## src/assert_macros.svh

```systemverilog
// assertion macros used by the life stream rtl
`ifndef ASSERT_MACROS_SVH
`define ASSERT_MACROS_SVH

`ifndef ASSERT_OFF

// property must hold at every clock edge outside reset
`define ASSERT_CLK(label, clk, rst_n, prop) \
	label: assert property (@(posedge clk) disable iff (!rst_n) (prop)) \
		else $error("assertion failed");

// condition must never be seen at a clock edge outside reset
`define ASSERT_NEVER(label, clk, rst_n, cond) \
	label: assert property (@(posedge clk) disable iff (!rst_n) !(cond)) \
		else $error("forbidden condition seen");

`else

`define ASSERT_CLK(label, clk, rst_n, prop)
`define ASSERT_NEVER(label, clk, rst_n, cond)

`endif

`endif

```

## src/lcng_pkg.sv

```systemverilog
// types, constants and the b3/s23 rule for the life stream block
package lcng_pkg;

	localparam int CFG_INDEX_W  = 2;
	localparam int CFG_DATA_W   = 11;
	localparam int GRID_WIDTH_W = 9;
	localparam int GRID_HEIGHT_W = 11;
	localparam int OUT_ROW_W    = 10;
	localparam int OUT_COL_W    = 8;

	localparam logic [GRID_WIDTH_W-1:0]  GRID_WIDTH_RESET  = 9'd140;
	localparam logic [GRID_HEIGHT_W-1:0] GRID_HEIGHT_RESET = 11'd70;

	// smallest grid side in use
	localparam int MIN_SIDE = 3;

	// neighbour counts of the rule
	localparam logic [3:0] BIRTH_COUNT   = 4'd3;
	localparam logic [3:0] SURVIVE_COUNT = 4'd2;

	typedef enum logic [CFG_INDEX_W-1:0] {
		REG_GRID_WIDTH  = 2'd0,
		REG_GRID_HEIGHT = 2'd1
	} cfg_reg_t;

	typedef struct packed {
		logic cell_alive;
		logic flush;
	} cell_beat_t;

	typedef struct packed {
		logic                 next_alive;
		logic [OUT_ROW_W-1:0] out_row;
		logic [OUT_COL_W-1:0] out_column;
		logic                 last_of_frame;
	} result_beat_t;

	// window bit = 3*row + column, row 0 oldest
	// right_edge: center is column 2 and has no right neighbour
	// otherwise: center is column 1, left column counts when has_left
	function automatic logic life_next(logic [8:0] win, logic right_edge, logic has_left);
		logic [3:0] n;
		logic       center;
		if (right_edge) begin
			n = 4'(win[1]) + 4'(win[4]) + 4'(win[7]) + 4'(win[2]) + 4'(win[8]);
			center = win[5];
		end else begin
			n = 4'(win[2]) + 4'(win[5]) + 4'(win[8]) + 4'(win[1]) + 4'(win[7]);
			if (has_left) begin
				n = n + 4'(win[0]) + 4'(win[3]) + 4'(win[6]);
			end
			center = win[4];
		end
		return (n == BIRTH_COUNT) || ((n == SURVIVE_COUNT) && center);
	endfunction

endpackage

```

## src/lcng_ram.sv

```systemverilog
// generic single-port-write ram with one registered read port
module lcng_ram #(
	parameter int WIDTH = 1,
	parameter int DEPTH = 4
) (
	input  logic                     clk,
	input  logic                     wr_en,
	input  logic [$clog2(DEPTH)-1:0] wr_addr,
	input  logic [WIDTH-1:0]         wr_data,
	input  logic                     rd_en,
	input  logic [$clog2(DEPTH)-1:0] rd_addr,
	output logic [WIDTH-1:0]         rd_data
);

	logic [WIDTH-1:0] mem_q [DEPTH];

	always_ff @(posedge clk) begin
		if (wr_en) begin
			mem_q[wr_addr] <= wr_data;
		end
		if (rd_en) begin
			rd_data <= mem_q[rd_addr];
		end
	end

endmodule

```

## src/life_cell_next_generation_stream.sv

```systemverilog
// streaming b3/s23 life: next state of each raster cell from two buffered rows and a 3x3 window
// throughput one cell beat per clock; the input stalls only when the four-entry result queue
// cannot hold the beats in flight, which happens only while the output stalls
// a cell's result beat is written to the result queue in the cycle after the input beat one row plus
// one cell later is taken: stage 0 reads the row memory, stage 1 runs the rule and the queue write
// reset clears geometry to 140x70, position, window and the result queue; the row memory
// needs no clearing pass since rows not yet written in a frame are masked by the row count
`include "assert_macros.svh"

module life_cell_next_generation_stream #(
	parameter int MAX_WIDTH  = 256,
	parameter int MAX_HEIGHT = 1024
) (
	input  logic                                clk,
	input  logic                                arst_n,
	// configuration write channel
	input  logic                                cfg_valid,
	output logic                                cfg_ready,
	input  logic [lcng_pkg::CFG_INDEX_W-1:0]    cfg_index,
	input  logic [lcng_pkg::CFG_DATA_W-1:0]     cfg_data,
	// cell channel
	input  logic                                cell_valid,
	output logic                                cell_stall,
	input  lcng_pkg::cell_beat_t                cell_data,
	// result channel
	output logic                                result_valid,
	input  logic                                result_stall,
	output lcng_pkg::result_beat_t              result_data
);

	localparam int CW = $clog2(MAX_WIDTH);        // column index
	localparam int WW = $clog2(MAX_WIDTH + 1);    // width in use
	localparam int HW = $clog2(MAX_HEIGHT + 1);   // height in use
	localparam int RW = $clog2(MAX_HEIGHT + 2);   // input row, runs to height + 1
	localparam int FIFO_DEPTH = 4;
	localparam int FIFO_AW = $clog2(FIFO_DEPTH);
	localparam int FIFO_CW = $clog2(FIFO_DEPTH + 1);

	// ---------------------------------------------------------------
	// configuration registers
	// ---------------------------------------------------------------
	logic [lcng_pkg::GRID_WIDTH_W-1:0]  grid_width_q;
	logic [lcng_pkg::GRID_HEIGHT_W-1:0] grid_height_q;
	logic                               cfg_wr;
	logic                               cfg_clear;

	assign cfg_ready = 1'b1;
	assign cfg_wr = cfg_valid && cfg_ready;
	// any write to a known register restarts the frame
	assign cfg_clear = cfg_wr && ((cfg_index == lcng_pkg::REG_GRID_WIDTH) ||
		(cfg_index == lcng_pkg::REG_GRID_HEIGHT));

	always_ff @(posedge clk or negedge arst_n) begin
		if (!arst_n) begin
			grid_width_q  <= lcng_pkg::GRID_WIDTH_RESET;
			grid_height_q <= lcng_pkg::GRID_HEIGHT_RESET;
		end else if (cfg_wr) begin
			case (cfg_index)
				lcng_pkg::REG_GRID_WIDTH: begin
					grid_width_q <= cfg_data[lcng_pkg::GRID_WIDTH_W-1:0];
				end
				lcng_pkg::REG_GRID_HEIGHT: begin
					grid_height_q <= cfg_data[lcng_pkg::GRID_HEIGHT_W-1:0];
				end
				default: begin
				end
			endcase
		end
	end

	// geometry in use, saturated to [3, max]
	logic [WW-1:0] used_w;
	logic [HW-1:0] used_h;

	always_comb begin
		if (32'(grid_width_q) > 32'(MAX_WIDTH)) begin
			used_w = WW'(MAX_WIDTH);
		end else if (32'(grid_width_q) < 32'(lcng_pkg::MIN_SIDE)) begin
			used_w = WW'(lcng_pkg::MIN_SIDE);
		end else begin
			used_w = WW'(grid_width_q);
		end
		if (32'(grid_height_q) > 32'(MAX_HEIGHT)) begin
			used_h = HW'(MAX_HEIGHT);
		end else if (32'(grid_height_q) < 32'(lcng_pkg::MIN_SIDE)) begin
			used_h = HW'(lcng_pkg::MIN_SIDE);
		end else begin
			used_h = HW'(grid_height_q);
		end
	end

	// ---------------------------------------------------------------
	// stage 0: raster position, row memory read
	// ---------------------------------------------------------------
	logic [RW-1:0] row_q;
	logic [CW-1:0] col_q;
	logic          cell_acc;
	logic          ignore;
	logic          take;
	logic          cell_v;
	logic          emit_c0;
	logic          emit_cn;
	logic          take_last;
	logic [WW-1:0] col_inc;
	logic [RW-1:0] row_next;
	logic [CW-1:0] col_next;
	logic [lcng_pkg::OUT_ROW_W-1:0] orow;
	logic [lcng_pkg::OUT_COL_W-1:0] ocol;

	assign cell_acc = cell_valid && !cell_stall;

	always_comb begin
		// padding at the very start of a frame is dropped without effect
		ignore = cell_data.flush && (row_q == '0) && (col_q == '0);
		take = cell_acc && !ignore;
		// padding and rows past the grid enter as dead cells
		cell_v = cell_data.cell_alive && !cell_data.flush && (row_q < RW'(used_h));
		// column 0 emits the last cell of the row two rows up
		emit_c0 = (row_q >= RW'(2)) && (col_q == '0);
		// other columns emit the cell one row up, one column left
		emit_cn = (row_q >= RW'(1)) && (col_q != '0);
		// last cell of the frame comes out at column 0 of row height + 1
		take_last = (row_q == (RW'(used_h) + RW'(1))) && (col_q == '0);

		if (emit_c0) begin
			orow = lcng_pkg::OUT_ROW_W'(row_q - RW'(2));
			ocol = lcng_pkg::OUT_COL_W'(used_w - WW'(1));
		end else begin
			orow = lcng_pkg::OUT_ROW_W'(row_q - RW'(1));
			ocol = lcng_pkg::OUT_COL_W'(col_q - CW'(1));
		end

		col_inc = WW'(col_q) + WW'(1);
		if (take_last) begin
			row_next = '0;
			col_next = '0;
		end else if (col_inc >= used_w) begin
			row_next = row_q + RW'(1);
			col_next = '0;
		end else begin
			row_next = row_q;
			col_next = CW'(col_inc);
		end
	end

	always_ff @(posedge clk or negedge arst_n) begin
		if (!arst_n) begin
			row_q <= '0;
			col_q <= '0;
		end else if (cfg_clear) begin
			row_q <= '0;
			col_q <= '0;
		end else if (take) begin
			row_q <= row_next;
			col_q <= col_next;
		end
	end

	// row memory entry per column: bit 1 row r-2, bit 0 row r-1
	logic       mem_we;
	logic [1:0] mem_wdata;
	logic [1:0] mem_rdata;

	// ---------------------------------------------------------------
	// stage 1: window shift, rule, write back
	// ---------------------------------------------------------------
	logic                           valid_s1;
	logic                           alive_s1;
	logic [CW-1:0]                  col_s1;
	logic                           above_ok_s1;
	logic                           middle_ok_s1;
	logic                           left_s1;
	logic                           c0_s1;
	logic                           cn_s1;
	logic                           last_s1;
	logic [lcng_pkg::OUT_ROW_W-1:0] orow_s1;
	logic [lcng_pkg::OUT_COL_W-1:0] ocol_s1;

	always_ff @(posedge clk or negedge arst_n) begin
		if (!arst_n) begin
			valid_s1 <= 1'b0;
		end else begin
			valid_s1 <= take;
		end
	end

	always_ff @(posedge clk) begin
		if (take) begin
			alive_s1     <= cell_v;
			col_s1       <= col_q;
			above_ok_s1  <= row_q >= RW'(2);
			middle_ok_s1 <= row_q >= RW'(1);
			left_s1      <= col_q >= CW'(2);
			c0_s1        <= emit_c0;
			cn_s1        <= emit_cn;
			last_s1      <= take_last;
			orow_s1      <= orow;
			ocol_s1      <= ocol;
		end
	end

	lcng_ram #(
		.WIDTH(2),
		.DEPTH(MAX_WIDTH)
	) u_row_mem (
		.clk    (clk),
		.wr_en  (mem_we),
		.wr_addr(col_s1),
		.wr_data(mem_wdata),
		.rd_en  (take),
		.rd_addr(col_q),
		.rd_data(mem_rdata)
	);

	logic [8:0] window_q;
	logic [8:0] win_next;
	logic       above_v;
	logic       middle_v;
	logic       push;
	lcng_pkg::result_beat_t push_beat;

	always_comb begin
		// rows not yet written in this frame read as dead
		above_v  = mem_rdata[1] && above_ok_s1;
		middle_v = mem_rdata[0] && middle_ok_s1;
		win_next = {alive_s1, window_q[8:7], middle_v, window_q[5:4], above_v, window_q[2:1]};

		mem_we    = valid_s1;
		mem_wdata = {middle_v, alive_s1};

		push = valid_s1 && (c0_s1 || cn_s1);
		push_beat.out_row       = orow_s1;
		push_beat.out_column    = ocol_s1;
		push_beat.last_of_frame = last_s1;
		if (c0_s1) begin
			// right edge cell of the previous row, from the window before the shift
			push_beat.next_alive = lcng_pkg::life_next(window_q, 1'b1, 1'b1);
		end else begin
			push_beat.next_alive = lcng_pkg::life_next(win_next, 1'b0, left_s1);
		end
	end

	always_ff @(posedge clk or negedge arst_n) begin
		if (!arst_n) begin
			window_q <= '0;
		end else if (cfg_clear) begin
			window_q <= '0;
		end else if (valid_s1) begin
			// the frame's last cell leaves an empty window for the next frame
			window_q <= last_s1 ? '0 : win_next;
		end
	end

	// ---------------------------------------------------------------
	// result queue: absorbs the stage 1 beat while the output stalls
	// ---------------------------------------------------------------
	lcng_pkg::result_beat_t fifo_q [FIFO_DEPTH];
	logic [FIFO_AW-1:0]     wr_ptr_q;
	logic [FIFO_AW-1:0]     rd_ptr_q;
	logic [FIFO_CW-1:0]     count_q;
	logic                   pop;

	assign result_valid = count_q != '0;
	assign result_data  = fifo_q[rd_ptr_q];
	assign pop = result_valid && !result_stall;
	// room for the beat in stage 1 and one more behind it
	assign cell_stall = (count_q + FIFO_CW'(valid_s1)) >= FIFO_CW'(FIFO_DEPTH);

	always_ff @(posedge clk) begin
		if (push) begin
			fifo_q[wr_ptr_q] <= push_beat;
		end
	end

	always_ff @(posedge clk or negedge arst_n) begin
		if (!arst_n) begin
			wr_ptr_q <= '0;
			rd_ptr_q <= '0;
			count_q  <= '0;
		end else begin
			if (push) begin
				wr_ptr_q <= wr_ptr_q + FIFO_AW'(1);
			end
			if (pop) begin
				rd_ptr_q <= rd_ptr_q + FIFO_AW'(1);
			end
			count_q <= count_q + FIFO_CW'(push) - FIFO_CW'(pop);
		end
	end

	// ---------------------------------------------------------------
	// assertions
	// ---------------------------------------------------------------
	// row 0 reads are masked, so a same-column access at a frame start is harmless
	`ASSERT_NEVER(a_queue_overflow, clk, arst_n, push && !pop && (count_q == FIFO_CW'(FIFO_DEPTH)))
	`ASSERT_NEVER(a_row_mem_collision, clk, arst_n, mem_we && take && (col_s1 == col_q) && (row_q != '0))
	`ASSERT_NEVER(a_column_range, clk, arst_n, WW'(col_q) >= used_w)
	`ASSERT_CLK(a_frame_restart, clk, arst_n, (take && take_last && !cfg_clear) |=> ((row_q == '0) && (col_q == '0)))

endmodule
```

## config.mk

```make
export PLATFORM = sky130hd
export DESIGN_NAME = life_cell_next_generation_stream
export DESIGN_NICKNAME = d
export VERILOG_FILES = /design/src/lcng_pkg.sv /design/src/lcng_ram.sv /design/src/life_cell_next_generation_stream.sv
export VERILOG_INCLUDE_DIRS = /design/src /design/src/src
export SDC_FILE = /design/constraint.sdc
export NUM_CORES = 1
export LEC_CHECK = 0
export BUFFER_PORTS_ARGS = -buffer_cell sky130_fd_sc_hd__buf_4
export CORE_MARGIN = 5
export CORE_UTILIZATION = 35
export DETAILED_ROUTE_END_ITERATION = 16
export MAX_ROUTING_LAYER = met4
export PLACE_DENSITY_LB_ADDON = 0.2
export SLEW_MARGIN = 15
export SYNTH_ARGS = -nofsm -noshare
export SYNTH_HDL_FRONTEND = slang
export SYNTH_SLANG_ARGS = --single-unit
export TNS_END_PERCENT = 30
```

## constraint.sdc

```tcl
create_clock -name clk -period 7.4 [get_ports clk]
set_input_delay 1.11 -clock clk [delete_from_list [all_inputs] [get_ports clk]]
set_output_delay 1.11 -clock clk [all_outputs]
set_load 0.05 [all_outputs]
```

==> impl_metrics.py <==
metrics = {
    "global_route": {
        "track_usage_pct": 16.4,
        "grt_overflow": 0,
        "grt_start_max_net_pins": 257,
        "grt_pass1_vias": 16900,
        "antenna_found_initial": 0,
        "grt_pass1_wl_um": 108000,
    },
    "cts": {
        "cts_tree": "done",
        "cts-resized-gates": 0,
        "htreeDepth": 3,
        "clock-sinks": 680,
        "cts.clk_slew.worst_paths_ns": 0.06,
        "postCtsSetupBuffers": 0,
        "cts-root-buf": "clkbuf_16",
        "worstSkewPairLatency_ns": 0.60,
        "ctsHoldBuffers": 0,
        "clk_path_buf_depth": 3,
        "cts_inserted_buffers": 74,
    },
    "timing": {
        "period_needed_ns": 4.02,
        "tns_ns": 0,
        "setup_ws_ns": 3.38,
        "hold-worst-slack_ns": 0.497,
        "post-route-period-util_pct": 54.4,
        "max_slew_margin_pct": 24.7,
        "max_freq_ghz": 0.248,
        "hold_viol": 0,
        "rsz0062_at_grt": "false",
        "tightest_slew_ns": 1.13,
        "finClkSkew_ns": 0.0228,
        "setup_viol": 0,
        "slew_viol_final": 0,
    },
    "detailed_routing": {
        "num_vias": 16100,
        "wirelength_um": 72200,
        "drtAntennaViolNets": 0,
        "avgRoutedWirePerCell_um": 24.0,
        "drtPass1Iterations": 5,
        "via_per_inst": 5.36,
        "drc_errors": 0,
        "drt_iter0_markers": 1354,
    },
    "power": {
        "max-vdd-ir-drop_v": 0.000210,
        "total_leakage_power_uw": 0.0104,
        "power_density_nw_per_um2": 363,
    },
    "yosys": {
        "avgSynthCellArea_sq_um": 15.9,
        "synthTopCellsByCount": "edfxtp_1 (627), nor2_1 (290), mux4_2 (127), clkbuf_1 (81), nand2_1 (72)",
        "synth.area.top_cells": "edfxtp_1 (64%), mux4_2 (9.8%), dfrtp_1 (4.0%)",
        "synthCells": 1841,
        "synth_ff_type": "edfxtp_1",
        "synthArstFlopShare_pct": 7.79,
        "synth.most_common_cell": "edfxtp_1",
        "syn_nets": 1910,
        "yosysUniqueCellTypes": 85,
        "seq_area_frac_synth_pct": 68.8,
        "syn_area_sq_um": 29300,
        "synth_top_area_cell": "edfxtp_1",
        "synth_top_area_share_pct": 64.3,
        "ys_ff_latch": 680,
        "synth_edf_count": 627,
        "synth_warnings": 0,
    },
    "layout": {
        "nets": 1936,
        "drive_gt1_share_pct": 18.2,
        "syn2layout_area_growth_pct": 12.2,
        "design_area_sq_um": 32900,
        "fillers": 7664,
    },
    "placement": {
        "detailed_place_hpwl_um": 43600,
        "place_ws_ns": 3.28,
        "port_buffers": 41,
        "gp_congestion": 0.802,
        "postPlaceCellArea_sq_um": 30600,
    },
    "min_path": {
        "min_from": "ocol_s1[6]",
        "worstHoldPathType": "reg -> reg",
        "hold_end": "fifo_q[3][7]",
        "holdPathStages": 0,
    },
    "floorplanning": {
        "dieArea_sq_um": 89600,
        "dieWidth_um": 299,
        "start_util_pct": 35.2,
        "ioPinCount": 43,
        "die_h_um": 299,
        "core_area_sq_um": 83300,
        "placementRows": 106,
    },
    "critical_path": {
        "cp-start-kind": "flip-flop",
        "r2r-end": "row_q[1]",
        "r2r_slack_ns": 3.38,
        "arrival_ns": 4.52,
        "crit_type": "reg -> reg",
        "end_kind": "flip-flop",
        "r2r-start": "col_q[2]",
        "cp_max_fo": 21,
        "r2r_cells": 11,
        "cp.required_ns": 7.89,
    },
    "run": {
        "cap_violations": 0,
    },
    "status": {
        "outcome": "finished clean",
    },
}
-- state kept, by name, indices dropped and copies added, names as in the netlist --
name and count:
ocol_s1 8, fifo_q 80, middle_ok_s1 1, grid_width_q 9, u_row_mem.mem_q 512, row_q 11, grid_height_q 11, cn_s1 1
col_s1 8, u_row_mem.rd_data 2, mem_we 1, alive_s1 1, wr_ptr_q 2, last_s1 1, c0_s1 1, left_s1 1
count_q 3, above_ok_s1 1, orow_s1 10, rd_ptr_q 2, window_q 6, col_q 8
-- critical path: stages, from the launching register on --
cell,delay [ns]
dfrtp_1,0.66
and2_2,0.53
buf_4,0.46
nand4_1,0.14
nor3_1,0.21
xnor2_1,0.17
ha_1,0.20
a211oi_1,0.05
o211a_1,0.12
o21bai_1,0.61
nand4_1,0.48
o22ai_1,0.29
-- report_power, final --
| group | internal [uW] | total, uW | switching [uW] | leakage, uW |
|---|---|---|---|---|
| Combinational | 1260 | 3300 | 2040 | 0.00295 |
| Sequential | 4820 | 5180 | 352 | 0.00635 |
| Clock | 1980 | 3450 | 1470 | 0.00109 |
| Total | 8060 | 11900 | 3870 | 0.0104 |
-- through the flow --
step | cells | util, % | power [uW]
5_1_grt | 3004 | 39.5 | 12500
6_report | 3005 | 39.5 | 11900
4_1_cts | 3004 | 39.5 | 12100
2_1_floorplan | 1841 | - | 7580
3_5_place_dp | 2871 | 36.8 | 8620
3_3_place_gp | 2871 | 36.8 | 8580
-- metal layers --
layer / routed length (um) / share of wire (%) / vias up / track usage [%]
met3: 3370 / 4.7 / 132 / 2.49
met1: 30800 / 43 / 8331 / 21.4
met4: 2090 / 2.9 / 0 / 5.05
met5: 0 / 0 / - / -
li1: - / - / 7200 / -
met2: 35900 / 50 / 435 / 26.9
-- cell families after synthesis --
logic type	Yosys count	synth area share [%]
buffers and inverters	162	2.57
and+or+nand+nor	510	7.85
muxes	194	12.1
adders and majority gates	49	2.27
DFF	680	68.8
other	1	0.0128
AOI/OAI and AO/OA	205	5.12
xor gates and xnor gates	40	1.20
-- worst max path at each step --
stage,from,to,slack [ns],depth (start not counted)
6_report,col_q[2],row_q[1],3.38,11
5_1_grt,col_q[2],row_q[1],3.00,11
4_1_cts,col_q[1],u_row_mem.rd_data[0],3.27,8
3_5_place_dp,col_q[1],u_row_mem.rd_data[0],3.28,8
3_3_place_gp,col_q[1],u_row_mem.rd_data[0],3.28,8
2_1_floorplan,alive_s1,fifo_q[0][19],0.90,8
-- placed cells by master, fill, tap and decap left out, types with 8 or more instances in the layout --
cell type	count
a211oi_1	20
a21oi_1	23
a22o_1	8
a22oi_1	39
a31oi_1	13
and2_1	9
buf_4	71
clkbuf_1	23
clkbuf_16	75
clkinv_1	19
clkinv_2	10
dfrtp_1	45
edfxtp_1	627
ha_1	42
inv_1	36
mux2_2	22
mux2i_1	45
mux4_2	127
nand2_1	72
nand2b_1	11
nand3_1	43
nand4_1	21
nor2_1	290
nor2b_1	11
o21ai_0	19
o22ai_1	24
xnor2_1	29
xor2_1	11
-- layout make-up --
type / instances / area [sq um] / share of cell area [%]
repair buffers: 73 / 573 / 1.74
clock inverters: 35 / 277 / 0.841
flip-flops and latches: 680 / 20200 / 61.3
inverters: 39 / 146 / 0.445
clock buffers: 98 / 1960 / 5.97
multi-input cells: 999 / 8400 / 25.5
well taps: 1080 / 1350 / 4.11
diodes: 1 / 2.50 / 0.00761
(Power assumes the default switching activity.)
